### config.mk
export PLATFORM = sky130hd
export DESIGN_NAME = mesh_advert_filter_dedup
export DESIGN_NICKNAME = d
export VERILOG_FILES = /design/src/hdl/mafd_pkg.sv /design/src/hdl/mesh_advert_filter_dedup.sv /design/src/hdl/mafd_front.sv /design/src/hdl/mafd_fifo.sv /design/src/hdl/mafd_back.sv
export SDC_FILE = /design/constraint.sdc
export NUM_CORES = 1
export LEC_CHECK = 0
export BUFFER_PORTS_ARGS = -buffer_cell sky130_fd_sc_hd__buf_2
export CORE_ASPECT_RATIO = 1.1
export CORE_UTILIZATION = 50
export DETAILED_ROUTE_END_ITERATION = 8
export HOLD_SLACK_MARGIN = 0.15
export PLACE_DENSITY = 0.8
export SYNTH_ARGS = -nofsm -noshare
export SYNTH_HDL_FRONTEND = slang
export SYNTH_HIERARCHICAL = 1
export SYNTH_SLANG_ARGS = --single-unit
### constraint.sdc
create_clock -name clk_i -period 17.8 [get_ports clk_i]
set_clock_uncertainty 0.05 [all_clocks]
set_input_delay 4.45 -clock clk_i [delete_from_list [all_inputs] [get_ports clk_i]]
set_output_delay 4.45 -clock clk_i [all_outputs]
set_load 0.05 [all_outputs]
### src/hdl/mafd_pkg.sv
// Shared types, codes and constants of the mesh advertisement filter.
package mafd_pkg;

  // Default sizes, handed to the top level as parameter defaults
  localparam int unsigned TABLE_ENTRIES = 4;
  localparam int unsigned QUEUE_DEPTH   = 2;

  // Stream payload widths (fields packed from bit 0, padded to bytes)
  localparam int unsigned IN_TDATA_W  = 80;
  localparam int unsigned OUT_TDATA_W = 32;

  // Header constants
  localparam logic [15:0] COMPANY_TAG = 16'hFFFF;
  localparam logic [7:0]  KIND_FORM   = 8'h01;
  localparam logic [7:0]  KIND_MEAS   = 8'h04;
  localparam logic [4:0]  HDR_BYTES   = 5'd6;
  localparam logic [4:0]  FORM_BYTES  = 5'd7;
  localparam logic [4:0]  MEAS_BYTES  = 5'd17;

  typedef enum logic [1:0] {
    ROLE_IDLE  = 2'd0,
    ROLE_SINK  = 2'd1,
    ROLE_RELAY = 2'd2
  } role_e;

  typedef enum logic [2:0] {
    ACT_NONE    = 3'd0,
    ACT_DROP    = 3'd1,
    ACT_JOIN    = 3'd2,
    ACT_SINK    = 3'd3,
    ACT_DELIVER = 3'd4,
    ACT_FORWARD = 3'd5,
    ACT_FULL    = 3'd6
  } action_e;

  // Classified command handed from the front to the back
  typedef enum logic [2:0] {
    CMD_NONE  = 3'd0,
    CMD_DROP  = 3'd1,
    CMD_PRESS = 3'd2,
    CMD_FORM  = 3'd3,
    CMD_MEAS  = 3'd4
  } cmd_e;

  typedef enum logic [0:0] {
    CFG_OWN_NODE = 1'b0,
    CFG_OWN_NET  = 1'b1
  } cfg_idx_e;

  typedef struct packed {
    cmd_e        cmd;
    logic [23:0] net;
    logic [7:0]  src;
    logic [15:0] cnt;
  } cmd_t;

endpackage

### src/hdl/mesh_advert_filter_dedup.sv
// Top level of the mesh advertisement filter and duplicate suppressor.
//
// One result transaction leaves for every input transaction, in order.
// Throughput is one transaction per clock while the output is not stalled: the
// front classifies a header in the cycle it is accepted and pushes a command into
// a QueueDepth-entry queue; the back pops one command per cycle when the output
// register is empty or being drained, updates role, network id and the
// TableEntries-slot duplicate table in that single cycle (all slots are compared
// in parallel) and registers the result. A command passes the queue and then the
// output register before its result is offered. The queue and the output register
// let input and output stall independently; input tready drops only when the
// queue is full. Configuration writes are always taken (cfg_ready_o is high)
// and must only be issued while no transaction is in flight.
module mesh_advert_filter_dedup #(
  parameter int unsigned TableEntries = mafd_pkg::TABLE_ENTRIES,  // 1 to 64
  parameter int unsigned QueueDepth   = mafd_pkg::QUEUE_DEPTH     // 2 or more
) (
  input  logic                             clk_i,
  input  logic                             rst_ni,
  // Config write: index 0 own_node (data[7:0]), index 1 own_net_addr (data[23:0])
  input  logic                             cfg_valid_i,
  output logic                             cfg_ready_o,
  input  logic [0:0]                       cfg_addr_i,
  input  logic [23:0]                      cfg_data_i,
  // Input stream
  input  logic                             s_axis_tvalid_i,
  output logic                             s_axis_tready_o,
  // tdata from bit 0: pressed(1) payload_len(5) is_manuf(1) company_code(16)
  //   msg_kind(8) rx_net(24) src_node(8) seq_count(16), zero pad(1)
  input  logic [mafd_pkg::IN_TDATA_W-1:0]  s_axis_tdata_i,
  // tuser: req_type(1)
  input  logic                             s_axis_tuser_i,
  // Output stream
  output logic                             m_axis_tvalid_o,
  input  logic                             m_axis_tready_i,
  // tdata from bit 0: action(3) role(2) net_out(24), zero pad(3)
  output logic [mafd_pkg::OUT_TDATA_W-1:0] m_axis_tdata_o
);

  localparam int unsigned CmdW = $bits(mafd_pkg::cmd_t);

  logic [7:0]     own_node_q, own_node_d;
  logic [23:0]    own_net_q, own_net_d;

  logic           q_push, q_ready, q_pop, q_valid;
  mafd_pkg::cmd_t push_cmd, pop_cmd;
  logic [CmdW-1:0] pop_bits;

  // Configuration registers: never stall the write channel
  assign cfg_ready_o = 1'b1;

  always_comb begin
    own_node_d = own_node_q;
    own_net_d  = own_net_q;
    if (cfg_valid_i) begin
      case (mafd_pkg::cfg_idx_e'(cfg_addr_i))
        mafd_pkg::CFG_OWN_NODE: own_node_d = cfg_data_i[7:0];
        mafd_pkg::CFG_OWN_NET:  own_net_d  = cfg_data_i;
        default: ;
      endcase
    end
  end

  always_ff @(posedge clk_i or negedge rst_ni) begin
    if (!rst_ni) begin
      own_node_q <= '0;
      own_net_q  <= '0;
    end else begin
      own_node_q <= own_node_d;
      own_net_q  <= own_net_d;
    end
  end

  // Classify headers; own-source and length checks need no state
  mafd_front u_front (
    .s_axis_tvalid_i (s_axis_tvalid_i),
    .s_axis_tready_o (s_axis_tready_o),
    .s_axis_tdata_i  (s_axis_tdata_i),
    .s_axis_tuser_i  (s_axis_tuser_i),
    .own_node_i      (own_node_q),
    .q_ready_i       (q_ready),
    .q_push_o        (q_push),
    .q_cmd_o         (push_cmd)
  );

  // Decouple classification from execution
  mafd_fifo #(
    .Width (CmdW),
    .Depth (QueueDepth)
  ) u_fifo (
    .clk_i   (clk_i),
    .rst_ni  (rst_ni),
    .push_i  (q_push),
    .data_i  (push_cmd),
    .ready_o (q_ready),
    .pop_i   (q_pop),
    .valid_o (q_valid),
    .data_o  (pop_bits)
  );

  assign pop_cmd = mafd_pkg::cmd_t'(pop_bits);

  // Execute commands against role and duplicate table, hold the result
  mafd_back #(
    .TableEntries (TableEntries)
  ) u_back (
    .clk_i           (clk_i),
    .rst_ni          (rst_ni),
    .q_valid_i       (q_valid),
    .q_cmd_i         (pop_cmd),
    .q_pop_o         (q_pop),
    .own_net_addr_i  (own_net_q),
    .m_axis_tvalid_o (m_axis_tvalid_o),
    .m_axis_tready_i (m_axis_tready_i),
    .m_axis_tdata_o  (m_axis_tdata_o)
  );

endmodule

### src/hdl/mafd_front.sv
// Front end: accepts stream transactions and classifies headers into commands.
module mafd_front (
  input  logic                                s_axis_tvalid_i,
  output logic                                s_axis_tready_o,
  input  logic [mafd_pkg::IN_TDATA_W-1:0]     s_axis_tdata_i,
  input  logic                                s_axis_tuser_i,
  input  logic [7:0]                          own_node_i,
  input  logic                                q_ready_i,
  output logic                                q_push_o,
  output mafd_pkg::cmd_t                      q_cmd_o
);

  logic        pressed;
  logic [4:0]  payload_len;
  logic        is_manuf;
  logic [15:0] company_code;
  logic [7:0]  msg_kind;
  logic [23:0] rx_net;
  logic [7:0]  src_node;
  logic [15:0] seq_count;

  assign pressed      = s_axis_tdata_i[0];
  assign payload_len  = s_axis_tdata_i[5:1];
  assign is_manuf     = s_axis_tdata_i[6];
  assign company_code = s_axis_tdata_i[22:7];
  assign msg_kind     = s_axis_tdata_i[30:23];
  assign rx_net       = s_axis_tdata_i[54:31];
  assign src_node     = s_axis_tdata_i[62:55];
  assign seq_count    = s_axis_tdata_i[78:63];

  // Stateless checks here; everything that needs role or table goes to the back
  always_comb begin
    q_cmd_o.net = rx_net;
    q_cmd_o.src = src_node;
    q_cmd_o.cnt = seq_count;
    if (s_axis_tuser_i) begin
      q_cmd_o.cmd = pressed ? mafd_pkg::CMD_PRESS : mafd_pkg::CMD_NONE;
    end else if (!is_manuf || (payload_len < mafd_pkg::HDR_BYTES) ||
                 (company_code != mafd_pkg::COMPANY_TAG)) begin
      q_cmd_o.cmd = mafd_pkg::CMD_NONE;
    end else if (msg_kind == mafd_pkg::KIND_FORM) begin
      q_cmd_o.cmd = (payload_len < mafd_pkg::FORM_BYTES) ? mafd_pkg::CMD_DROP
                                                          : mafd_pkg::CMD_FORM;
    end else if (msg_kind == mafd_pkg::KIND_MEAS) begin
      q_cmd_o.cmd = ((payload_len < mafd_pkg::MEAS_BYTES) || (src_node == own_node_i))
                    ? mafd_pkg::CMD_DROP : mafd_pkg::CMD_MEAS;
    end else begin
      q_cmd_o.cmd = mafd_pkg::CMD_NONE;
    end
  end

  assign s_axis_tready_o = q_ready_i;
  assign q_push_o        = s_axis_tvalid_i & q_ready_i;

endmodule

### src/hdl/mafd_fifo.sv
// Short command queue between the front and the back.
module mafd_fifo #(
  parameter int unsigned Width = 1,
  parameter int unsigned Depth = mafd_pkg::QUEUE_DEPTH  // at least 2
) (
  input  logic             clk_i,
  input  logic             rst_ni,
  input  logic             push_i,
  input  logic [Width-1:0] data_i,
  output logic             ready_o,
  input  logic             pop_i,
  output logic             valid_o,
  output logic [Width-1:0] data_o
);

  localparam int unsigned PtrW = $clog2(Depth);
  localparam int unsigned CntW = $clog2(Depth + 1);
  localparam logic [PtrW-1:0] LastPtr = PtrW'(Depth - 1);
  localparam logic [CntW-1:0] FullCnt = CntW'(Depth);

  logic [Width-1:0] mem_q [Depth];
  logic [PtrW-1:0]  wr_ptr_q, wr_ptr_d;
  logic [PtrW-1:0]  rd_ptr_q, rd_ptr_d;
  logic [CntW-1:0]  count_q, count_d;
  logic             do_push, do_pop;

  assign ready_o = (count_q != FullCnt);
  assign valid_o = (count_q != '0);
  assign data_o  = mem_q[rd_ptr_q];
  assign do_push = push_i & ready_o;
  assign do_pop  = pop_i & valid_o;

  always_comb begin
    wr_ptr_d = wr_ptr_q;
    rd_ptr_d = rd_ptr_q;
    count_d  = count_q;
    if (do_push) begin
      wr_ptr_d = (wr_ptr_q == LastPtr) ? '0 : wr_ptr_q + PtrW'(1);
    end
    if (do_pop) begin
      rd_ptr_d = (rd_ptr_q == LastPtr) ? '0 : rd_ptr_q + PtrW'(1);
    end
    if (do_push && !do_pop) begin
      count_d = count_q + CntW'(1);
    end else if (do_pop && !do_push) begin
      count_d = count_q - CntW'(1);
    end
  end

  always_ff @(posedge clk_i or negedge rst_ni) begin
    if (!rst_ni) begin
      wr_ptr_q <= '0;
      rd_ptr_q <= '0;
      count_q  <= '0;
    end else begin
      wr_ptr_q <= wr_ptr_d;
      rd_ptr_q <= rd_ptr_d;
      count_q  <= count_d;
    end
  end

  always_ff @(posedge clk_i) begin
    if (do_push) begin
      mem_q[wr_ptr_q] <= data_i;
    end
  end

endmodule

### src/hdl/mafd_back.sv
// Back end: role, network id and duplicate table; produces the registered result.
module mafd_back #(
  parameter int unsigned TableEntries = mafd_pkg::TABLE_ENTRIES
) (
  input  logic                             clk_i,
  input  logic                             rst_ni,
  input  logic                             q_valid_i,
  input  mafd_pkg::cmd_t                   q_cmd_i,
  output logic                             q_pop_o,
  input  logic [23:0]                      own_net_addr_i,
  output logic                             m_axis_tvalid_o,
  input  logic                             m_axis_tready_i,
  output logic [mafd_pkg::OUT_TDATA_W-1:0] m_axis_tdata_o
);

  localparam int unsigned IdxW = (TableEntries > 1) ? $clog2(TableEntries) : 1;

  mafd_pkg::role_e   role_q, role_d;
  logic [23:0]       net_q, net_d;
  logic              used_q [TableEntries];
  logic [7:0]        src_q  [TableEntries];
  logic [15:0]       cnt_q  [TableEntries];

  logic              out_valid_q;
  mafd_pkg::action_e out_act_q, act;
  mafd_pkg::role_e   out_role_q;
  logic [23:0]       out_net_q;

  logic              hit, free_any, tbl_wr;
  logic [IdxW-1:0]   hit_idx, free_idx, wr_idx;
  mafd_pkg::action_e accept_act;

  assign q_pop_o = q_valid_i & (~out_valid_q | m_axis_tready_i);

  // Lowest used slot with matching source, and lowest free slot
  always_comb begin
    hit      = 1'b0;
    hit_idx  = '0;
    free_any = 1'b0;
    free_idx = '0;
    for (int k = 0; k < TableEntries; k++) begin
      if (!hit && used_q[k] && (src_q[k] == q_cmd_i.src)) begin
        hit     = 1'b1;
        hit_idx = IdxW'(k);
      end
      if (!free_any && !used_q[k]) begin
        free_any = 1'b1;
        free_idx = IdxW'(k);
      end
    end
  end

  assign accept_act = (role_q == mafd_pkg::ROLE_SINK) ? mafd_pkg::ACT_DELIVER
                                                      : mafd_pkg::ACT_FORWARD;

  always_comb begin
    act    = mafd_pkg::ACT_NONE;
    role_d = role_q;
    net_d  = net_q;
    tbl_wr = 1'b0;
    wr_idx = free_idx;
    case (q_cmd_i.cmd)
      mafd_pkg::CMD_NONE: act = mafd_pkg::ACT_NONE;
      mafd_pkg::CMD_DROP: act = mafd_pkg::ACT_DROP;
      mafd_pkg::CMD_PRESS: begin
        if (role_q == mafd_pkg::ROLE_IDLE) begin
          act    = mafd_pkg::ACT_SINK;
          role_d = mafd_pkg::ROLE_SINK;
          net_d  = own_net_addr_i;
        end
      end
      mafd_pkg::CMD_FORM: begin
        if (role_q == mafd_pkg::ROLE_IDLE) begin
          act    = mafd_pkg::ACT_JOIN;
          role_d = mafd_pkg::ROLE_RELAY;
          net_d  = q_cmd_i.net;
        end else begin
          act = mafd_pkg::ACT_DROP;
        end
      end
      mafd_pkg::CMD_MEAS: begin
        if ((q_cmd_i.net != net_q) || (role_q == mafd_pkg::ROLE_IDLE)) begin
          act = mafd_pkg::ACT_DROP;
        end else if (hit) begin
          if (q_cmd_i.cnt > cnt_q[hit_idx]) begin
            act    = accept_act;
            tbl_wr = 1'b1;
            wr_idx = hit_idx;
          end else begin
            act = mafd_pkg::ACT_DROP;
          end
        end else if (free_any) begin
          act    = accept_act;
          tbl_wr = 1'b1;
        end else begin
          act = mafd_pkg::ACT_FULL;
        end
      end
      default: act = mafd_pkg::ACT_NONE;
    endcase
  end

  always_ff @(posedge clk_i or negedge rst_ni) begin
    if (!rst_ni) begin
      role_q      <= mafd_pkg::ROLE_IDLE;
      net_q       <= '0;
      out_valid_q <= 1'b0;
      for (int k = 0; k < TableEntries; k++) begin
        used_q[k] <= 1'b0;
      end
    end else begin
      if (q_pop_o) begin
        role_q      <= role_d;
        net_q       <= net_d;
        out_valid_q <= 1'b1;
        if (tbl_wr) begin
          used_q[wr_idx] <= 1'b1;
        end
      end else if (m_axis_tready_i) begin
        out_valid_q <= 1'b0;
      end
    end
  end

  always_ff @(posedge clk_i) begin
    if (q_pop_o) begin
      out_act_q  <= act;
      out_role_q <= role_d;
      out_net_q  <= net_d;
      if (tbl_wr) begin
        src_q[wr_idx] <= q_cmd_i.src;
        cnt_q[wr_idx] <= q_cmd_i.cnt;
      end
    end
  end

  assign m_axis_tvalid_o = out_valid_q;
  assign m_axis_tdata_o  = {3'b000, out_net_q, out_role_q, out_act_q};

endmodule

# Yosys cells after proc, flatten, opt, wreduce, memory -nomap -nowiden
# Memories as Yosys holds them, arrays and structs flattened.
# Index checks and enable logic that the tools add are counted.
classes:
  add_sub_neg: 4
  n_mul: 0
  n_div: 0
  n_lt_le_gt_ge: 6
  eq_ne: 15
  shift: 0
  n_mux: 57
  bitwise: 9
  n_reduce_logical: 35
op_table:
  columns: ["cell", "n"]
  rows:
  - ["$mux 24", 2]
  - ["$pmux 24 s2", 1]
  - ["$eq 8x8->1", 5]
  - ["$mux 2", 16]
  - ["$mux 3", 9]
  - ["$mux 1", 26]
  - ["$ne 24x24->1", 1]
  - ["$gt 16x16->1", 1]
  - ["$ne 16x16->1 const B", 1]
  - ["$logic_and 1x1->1", 13]
  - ["$pmux 3 s4", 1]
  - ["$logic_not 1->1", 11]
  - ["$lt 5x3->1 const B", 2]
  - ["$eq 8x1->1 const B", 1]
  - ["$eq 8x3->1 const B", 1]
  - ["$eq 3x2->1 const B", 2]
  - ["$reduce_and 2->1", 3]
  - ["$reduce_bool 2->1", 3]
  - ["$lt 5x5->1 const B", 1]
  - ["$and 1x1->1", 4]
  - ["$logic_or 1x1->1", 4]
  - ["$or 4x4->4", 1]
  - ["$pmux 2 s2", 1]
  - ["$eq 3x1->1 const B", 1]
  - ["13 further kinds", 15]
word_totals:
  register_bits: 96
  latch_bits: 0
  mem_bits_rw: 198
  romBits: 0
  input_bits: 111
  out_inout_bits: 35
  word_cells: 144
  mem_count: 3
memory_table:
  columns: ["name", "depth", "width", "rd", "rd_clocked_by_memory_dff", "wr", "line_no", "text"]
  rows:
  - ["u_fifo.mem_q", 2, 51, 1, 0, 1, "mafd_fifo.sv:21", "logic [Width-1:0] mem_q [Depth];"]
  - ["u_back.cnt_q", 4, 16, 1, 0, 1, "mafd_back.sv:22", "logic [15:0] cnt_q [TableEntries];"]
  - ["u_back.src_q", 4, 8, 4, 0, 1, "mafd_back.sv:21", "logic [7:0] src_q [TableEntries];"]

# Longest topological paths before layout
# Gate-level depths: netlist of run 1.
# An unclocked memory read counts as a cell.
depth:
  depth_word: 28
  depth_mapped: 20
  mapped_depth_nobuf: 16

# Hierarchy
# Netlist of run 1, hierarchy kept.
by_module_without_submodules:
  columns: ["mod", "n_inst", "cells_per_inst", "area_each_um2", "seq_area_each_um2"]
  rows:
  - ["mafd_back", 1, 504, 7249.5, 4529.3]
  - ["mafd_fifo", 1, 177, 4126.5, 3163.0]
  - ["mesh_advert_filter_dedup", 1, 71, 1202.4, 800.8]
  - ["mafd_front", 1, 80, 590.6, 0.0]

# Least setup slack after synthesis of run 1
# OpenSTA, ideal clock, no wires.
synth_timing:
  kind: "input to register"
  from: "input port s_axis_tvalid_i"
  to: "memory u_fifo/mem_q[0][0] (netlist bit) (enable)"
  setup_time_ps: 460
  t_arrival_ps: 6806
  required_ps: 17290
  slack_ps: 10484
  stages: 3
  path_buffers: 0
  cell_sequence: "and2_1 nand2_1 nor2_1"
synth_between:
  elab_chain_len: 4
synth_lines:
  columns: ["element", "line_no", "text"]
  rows:
  - ["start: declaration", "mesh_advert_filter_dedup.sv:26", "input logic s_axis_tvalid_i,"]
  - ["$and 1x1->1", "mafd_front.sv:53", "assign q_push_o = s_axis_tvalid_i & q_ready_i;"]
  - ["$and 1x1->1", "mafd_fifo.sv:30", "assign do_push = push_i & ready_o;"]
  - ["$mux 1", "mafd_fifo.sv:63", "if (do_push) begin"]
  - ["$mux 1 (not written as such)", "mafd_fifo.sv:64", "mem_q[wr_ptr_q] <= data_i;"]
  - ["end: declaration", "mafd_fifo.sv:21", null]
# No other way between the ends.

# Worst setup path after layout of run 1
layout_timing:
  from: "register u_fifo.rd_ptr_q"
  to: "memory u_back.cnt_q[0][0] (enable)"
layout_between:
  elab_chain_len: 25
  word_cells_on_any_way: 38
  cone_classes: "1 x order compare; 6 x eq/ne; 18 x mux; 11 x reduce/logical; 2 x memory"
layout_lines:
  columns: ["element", "line_no", "text"]
  rows:
  - ["start: declaration", "mafd_fifo.sv:23", "logic [PtrW-1:0] rd_ptr_q, rd_ptr_d;"]
  - ["start signal: assignment", "mafd_fifo.sv:57", "rd_ptr_q <= rd_ptr_d;"]
  - ["$mem_v2 2x51 (*)", null, null]
  - ["named net pop_bits[23]", "mesh_advert_filter_dedup.sv:47", "logic [CmdW-1:0] pop_bits;"]
  - ["$eq 8x8->1", "mafd_back.sv:42", "if (!hit && used_q[k] && (src_q[k] == q_cmd_i.src)) begin"]
  - ["$logic_and 1x1->1", "mafd_back.sv:42", null]
  - ["$mux 1", "mafd_back.sv:42", null]
  - ["$logic_not 1->1", "mafd_back.sv:42", null]
  - ["$logic_and 1x1->1 (2 in a row)", "mafd_back.sv:42", null]
  - ["$mux 1", "mafd_back.sv:42", null]
  - ["[... 9 more ...]", null, null]
  - ["$gt 16x16->1", "mafd_back.sv:85", "if (q_cmd_i.cnt > cnt_q[hit_idx]) begin"]
  - ["$mux 1", "mafd_back.sv:85", null]
  - ["$mux 1", "mafd_back.sv:84", "end else if (hit) begin"]
  - ["$mux 1", "mafd_back.sv:82", "if ((q_cmd_i.net != net_q) || (role_q == mafd_pkg::ROLE_IDLE)) begin"]
  - ["$mux 1", "mafd_back.sv:62", "case (q_cmd_i.cmd)"]
  - ["$mux 1", "mafd_back.sv:130", "if (tbl_wr) begin"]
  - ["$mux 1", "mafd_back.sv:126", "if (q_pop_o) begin"]
  - ["$mux 1 (not written as such)", "mafd_back.sv:132", "cnt_q[wr_idx] <= q_cmd_i.cnt;"]
  - ["end: declaration", "mafd_back.sv:22", null]
# Mark *: on every way through the listed nets, which the timed path passes. The rest lies on a longest branch.

==> impl_metrics.yaml, run 1 <==
clock_tree:
  cts_hold_buf: 0
  cts_resized: 0
  cts_made_buffers: 29
  clock-root-buffer: "clkbuf_16"
  cts_setup_buffers: 0
  clk_path_buf_depth: 3
  cts.sinks: 294
  cts_max_level: 1
  tritoncts: "built"
  clk_pin_slew_ps: 60
  clk_latency_ps: 530
floorplanning:
  initial_core_util: 0.5150
  core_area_um2: 25570
  dieArea_um2: 26990
  die_x_um: 156.7
  fp.dieH_um: 172.2
  io_pins: 146
  core.rowCount: 61
grt:
  grt_overflow: 0
  grt_usage: 0.1823
  grt_pass1_wl_mm: 37.26
  grt_max_degree: 68
  grt_pass1_vias: 7056
  antenna_found_initial: 2
worst_setup_path:
  start_kind: "flip-flop"
  crit_required_ps: 17940
  cp-end-kind: "flip-flop"
  worstPathArrival_ps: 6420
  r2r_setup_slack_ps: 11520
  cp_max_fo: 18
  slowest_stage: "nor2_2"
  rr_worst_depth: 16
  reg2reg_to: "u_back/cnt_q[0][0]"
  worstPathCellList: "mux2_4, xnor2_1, nand4_1, nor3_2, o21ba_2, nor2_2, mux2_2, ha_1, nand4_1, nor4_1, a21boi_0, o31ai_1, nor3_1, mux2_2, nor2_2, buf_4"
  r2r_start: "u_fifo/rd_ptr_q"
  max_stage_delay_ps: 720
  critPathKind: "reg -> reg"
yosys:
  ys.flop_type: "edfxtp_1"
  yosysSeqAreaShare: 0.6449
  synth_compound_area_frac: 0.02774
  synth_xor_area_frac: 0.04713
  synthAdderAreaFrac: 0.01615
  netlist_area_um2: 13170
  synthMuxAreaShare: 0.1632
  syn_inst: 832
  synthArstFlopShare: 0.2279
  ys_types: 56
  synth_top_family_by_area: "multiplexers"
  postSynthAreaPerCell_um2: 15.83
  ys_seq_elements: 294
  synth-simple-area-share: 0.04912
  synth_edf_count: 227
  yosys_warnings: 6
timing:
  worst_pin_slew_ps: 960.4
  drv_slew: 0
  max_slew_margin: 0.3591
  setup_tns_ps: 0
  fin_crit_sh: 0.3528
  setup_viol: 0
  finalHoldViolations: 0
  fmax_ghz: 0.1593
  rsz0062_at_grt: "false"
  period_needed_ps: 6279
detailed_routing:
  drtAntennaViolNets: 0
  drtIter0Drc: 412
  drc: 0
  drtPass1Iterations: 5
  vias: 6841
  wl_per_cell_um: 18.39
  wirelength_mm: 23.98
  routed_via_density: 5.246
finish:
  area_delta_synth_final_pct: 12.16
  fin_nets: 1062
  fill_cells: 1966
  register_area_um2: 8497
  multi_input_area_um2: 4034
  drive_gt1_frac: 0.3588
  fin_util: 0.5777
hold_path:
  hp-start: "u_fifo/count_q[1]"
  whs_endpoint: "u_fifo/count_q[1]"
  hold_depth: 1
  hold_path_class: "reg -> reg"
pwr:
  power_density_nw_per_um2: 161.1
  leakage_nw: 5.391
  vdd_drop_max_v: 0.0001362
flow_run:
  maxCapViolCount: 0
placed_design:
  port_buffers: 140
  gp_congestion: 0.8065
  dpl.hpwl_mm: 15.60
status:
  run_status: "finished clean"
==> state kept, by name, summed over array words and instances (netlist names) <==
register / cells
u_fifo/mem_q: 102
u_back/cnt_q: 64
u_back/src_q: 32
own_net_q: 24
u_back/net_q: 24
u_back/out_net_q: 24
own_node_q: 8
u_back/used_q: 4
u_back/out_act_q: 3
u_back/out_role_q: 2
u_back/role_q: 2
u_fifo/count_q: 2
u_back/m_axis_tvalid_o: 1
u_fifo/rd_ptr_q: 1
u_fifo/wr_ptr_q: 1
==> cell usage after synthesis, types with 17 or more instances <==
library cell  number  area share
mux2i_1           58       0.044
nor2_1            37       0.011
mux2_2            74       0.063
buf_4             54       0.031
a21oi_1           32       0.012
nand2_1           17      0.0048
xnor2_1           66       0.044
mux2_4            49       0.056
ha_1              17       0.016
dfrtp_1           67        0.13
nand4_1           19      0.0090
edfxtp_1         227        0.52
==> critical path, delay by kind of cell, from the launching register on <==
family / cells / cell delay [ps]
XOR/XNOR: 1 / 230
multiplexers: 3 / 1250
AO/OA/AOI/OAI: 3 / 650
adder cells (fa/ha/maj): 1 / 310
AND/OR/NAND/NOR: 7 / 2480
buffers and inverters: 1 / 400
flip-flops: 1 / 560
==> layout make-up <==
class                           count  area share
Sequential cell                   294      0.5753
Antenna cell                        2   0.0003388
Multi-Input combinational cell    451      0.2731
Timing Repair Buffer              151     0.05303
Inverter                            7    0.001779
Tap cell                          346     0.02931
Clock buffer                       41     0.05625
Clock inverter                     12     0.01093
==> metrics by stage <==
step | power (W) | hold slack [ps] | setup slack, ps | instances | area, um2
global route | 0.002488 | 463.4 | 11100 | 1303 | 14770
floorplan | 0.001626 | 406.4 | 10480 | 834 | 13180
detailed placement | 0.001777 | 437.5 | 11290 | 1249 | 13770
global placement | 0.001753 | 426.5 | 11350 | 1249 | 13770
CTS | 0.002404 | 447.9 | 11490 | 1302 | 14770
finish | 0.002380 | 445.7 | 11520 | 1304 | 14770
==> per-layer routing <==
metal | track usage | routed length, um | vias to the layer above
met4 | 0.06522 | 622 | 0
met5 | 0 | 0 | -
li1 | - | - | 3233
met2 | 0.3252 | 12430 | 185
met3 | 0.04060 | 1487 | 43
met1 | 0.2157 | 9437 | 3380
==> cells in the final DEF (no fill, tap or decap), types with 7 or more instances in the layout <==
cell type and count:
dfrtp_1 66, nor2_1 32, mux2_4 49, nand3_1 7, mux2i_1 58, ha_1 17
buf_2 140, clkbuf_16 29, nand4_1 19, mux2_2 74, xnor2_1 66, a21oi_1 32
buf_4 11, edfxtp_1 227, nand2_1 17
==> logic make-up (layout without fill, tap and decap cells) <==
logic type	after synthesis	count (layout)
other	2	6
and+or+nand+nor	119	119
DFF	294	294
muxes	181	181
AOI/OAI and AO/OA	60	60
xor gates and xnor gates	70	70
buffers and inverters	89	211
adders and majority gates	17	17
==> worst max path at each step <==
stage,from,end,slack [ps],depth (start not counted)
final,u_fifo/rd_ptr_q,u_back/cnt_q[0][0],11520,16
after detailed placement,m_axis_tready_i,u_back/src_q[2][7],11290,7
after global placement,m_axis_tready_i,u_back/cnt_q[2][6],11350,7
after floorplan,s_axis_tvalid_i,u_fifo/mem_q[0][0],10480,3
after CTS,u_fifo/rd_ptr_q,u_back/src_q[2][7],11490,16
after global routing,u_fifo/rd_ptr_q,u_back/src_q[3][4],11100,16
==> power by group <==
group | internal, W | total, W | switching, W
Clock | 0.000381 | 0.000622 | 0.000241
Sequential | 0.000936 | 0.00101 | 0.0000728
Combinational | 0.000299 | 0.000749 | 0.000450
Note: power is estimated with default switching activity, not from simulation.
==> inputs of run 2 (changes only) <==
Settings changed: PLACE_DENSITY 0.8 to 0.82.
Clock period 17.8 ns to 5.05 ns, I/O delays scaled along.
==> impl_metrics.yaml, run 2 (synthesis results as in run 1) <==
timing:
  fin_crit_sh: 1.043
  setup_viol: 96
  rsz0062_at_grt: "true"
  fin_ws_ps: -216.2
  drv_slew: 0
  period_needed_ps: 5266
  worst_pin_slew_ps: 1003
  finalHoldViolations: 0
  max_slew_margin: 0.3316
  timing.hold.ws_ps: 446.0
  fmax_ghz: 0.1899
finish:
  drive_gt1_frac: 0.4276
  largest_reg_flops: 102
  fin_area_um2: 15670
  fill_cells: 1749
  mostFrequentLayoutCells: "edfxtp_1 (227), buf_2 (139), mux2_2 (70)"
  area_delta_synth_final_pct: 19.01
  layout_commonest_cell: "edfxtp_1"
  reg_top3: "u_fifo/mem_q x102, u_back/cnt_q x64, u_back/src_q x32"
  largest-register: "u_fifo/mem_q"
  fin_nets: 1108
pwr:
  power_frac_comb: 0.351
  power_density_nw_per_um2: 549.0
  pwr-share-seq: 0.410
  vdd_drop_max_v: 0.0003379
  p_sw_w: 0.002886
  p_int_w: 0.005717
  power_frac_clock: 0.238
  leakage_nw: 5.772
  finalPower_w: 0.008604
  swShare: 0.3354
worst_setup_path:
  crit_required_ps: 5240
  max_stage_delay_ps: 490
  worstPathCellList: "buf_12, mux2_4, xnor2_2, nand3_2, or3_4, o21ba_4, nor2_4, clkbuf_16, mux2_2, ha_4, nand4_1, nor4_4, a21boi_4, o31ai_4, nor3_4, buf_6, mux2i_1, buf_4, nor2_4, clkbuf_16"
  cp_max_fo: 12
  worstPathArrival_ps: 5460
  cp_top_family: "simple AND/OR/NAND/NOR gates"
  cp-end-kind: "flip-flop"
  critPathKind: "reg -> reg"
  start_kind: "flip-flop"
  critPathBufInv: 5
  slowest_stage: "dfrtp_4"
floorplanning:
  core.rowCount: 61
  io_pins: 146
  core_area_um2: 25570
  die_x_um: 156.7
  fp.dieH_um: 172.2
  dieArea_um2: 26990
  initial_core_util: 0.5150
grt:
  grt_overflow: 0
  grt_max_degree: 68
  grt_pass1_wl_mm: 38.42
  grt_pass1_vias: 7281
  grt_usage: 0.1874
  antenna_found_initial: 1
placed_design:
  pre_cts_slack_ps: -2.817
  port_buffers: 140
  dpl.hpwl_mm: 16.38
  gp_congestion: 0.8119
  detailed_place.area_um2: 14000
clock_tree:
  clk_latency_ps: 540
  tritoncts: "built"
  cts_made_buffers: 27
  cts_max_level: 1
  clk_path_buf_depth: 3
  clock-root-buffer: "clkbuf_16"
  clk_pin_slew_ps: 70
  cts.sinks: 294
flow_run:
  maxCapViolCount: 0
status:
  violations: "setup timing"
  run_status: "complete, but fails checks"
detailed_routing:
  drtIter0Drc: 524
  drtPass1Iterations: 4
  drc: 0
  wl_per_cell_um: 20.29
  drtAntennaViolNets: 0
  vias: 7292
  routed_via_density: 5.409
  wirelength_mm: 27.35
hold_path:
  hold_path_class: "reg -> reg"
## run 2: cell count changes in the layout (fill, tap and decap cells not counted), moves of 4 or more
cell       change
buf_12         +8
buf_4         +27
buf_6          +8
clkbuf_16      +4
ha_1          -12
ha_4          +11
mux2_2         -4
mux2_4         +4
nor2_2         -5
nor2_4         +5
xnor2_1       -10
xnor2_2        +9
## run 2: layout make-up
class	count	area (um2)	area share
Sequential cell	294	8497	0.5422
Multi-Input combinational cell	451	4425	0.2824
Timing Repair Buffer	199	1381	0.08814
Clock buffer	36	759.5	0.04846
Tap cell	346	432.9	0.02762
Clock inverter	14	147.6	0.009420
Inverter	7	26.28	0.001677
Antenna cell	1	2.502	0.0001597
## run 2: power groups by stage
stage / clock network [W] / registers (W) / logic [W]
CTS: 0.00208 / 0.00353 / 0.00280
finish: 0.00205 / 0.00353 / 0.00302
floorplan: 0 / 0.00394 / 0.00182
global route: 0.00217 / 0.00358 / 0.00321
detailed placement: 0 / 0.00358 / 0.00271
global placement: 0 / 0.00356 / 0.00263
## run 2: worst register-to-register path, delay by kind of cell (launching register included)
family / cells / cell delay [ps]
multiplexers: 3 / 790
buffers and inverters: 5 / 860
AND/OR/NAND/NOR: 7 / 1780
AO/OA/AOI/OAI: 3 / 580
adder cells (fa/ha/maj): 1 / 270
XOR/XNOR: 1 / 160
flip-flops: 1 / 490
## run 2: routing by layer
metal	track usage	share of wire	vias to the layer above
li1	-	-	3333
met1	0.2192	0.38	3676
met2	0.3503	0.54	230
met3	0.02406	0.045	53
met4	0.06820	0.033	0
met5	0	0	-
## run 2: what timing repair did
item | in CTS | in global routing
hold buffers | 0 | 0
gates resized for setup | 13 | 36
pin swaps | 2 | 9
buffers inserted | 9 | 23
cloned | 1 | 7
endpoints found under the setup margin | 96 | 96
## run 2: stage by stage
| step | utilization | instances | TNS [ps] |
|---|---|---|---|
| after floorplan | - | 834 | -1490 |
| after global placement | 0.5477 | 1257 | 0 |
| after detailed placement | 0.5477 | 1257 | -36.37 |
| after CTS | 0.5900 | 1317 | -167.7 |
| after global routing | 0.6129 | 1347 | -34890 |
| final | 0.6130 | 1348 | -13110 |
## run 2: path summary, 6_finish.rpt
kind / from / end / slack, ps / depth (start not counted)
setup reg to reg: u_fifo/rd_ptr_q / u_back/cnt_q[2][2] / -220 / 20
min in group asynchronous: rst_ni / own_net_q[19] / 810 / 1
hold / removal: u_fifo/count_q[1] / u_fifo/count_q[1] / 450 / 1
setup / recovery: u_fifo/rd_ptr_q / u_back/cnt_q[2][2] / -220 / 20
max in group asynchronous: rst_ni / u_fifo/rd_ptr_q / 3420 / 1
hold reg to reg: u_fifo/count_q[1] / u_fifo/count_q[1] / 450 / 1
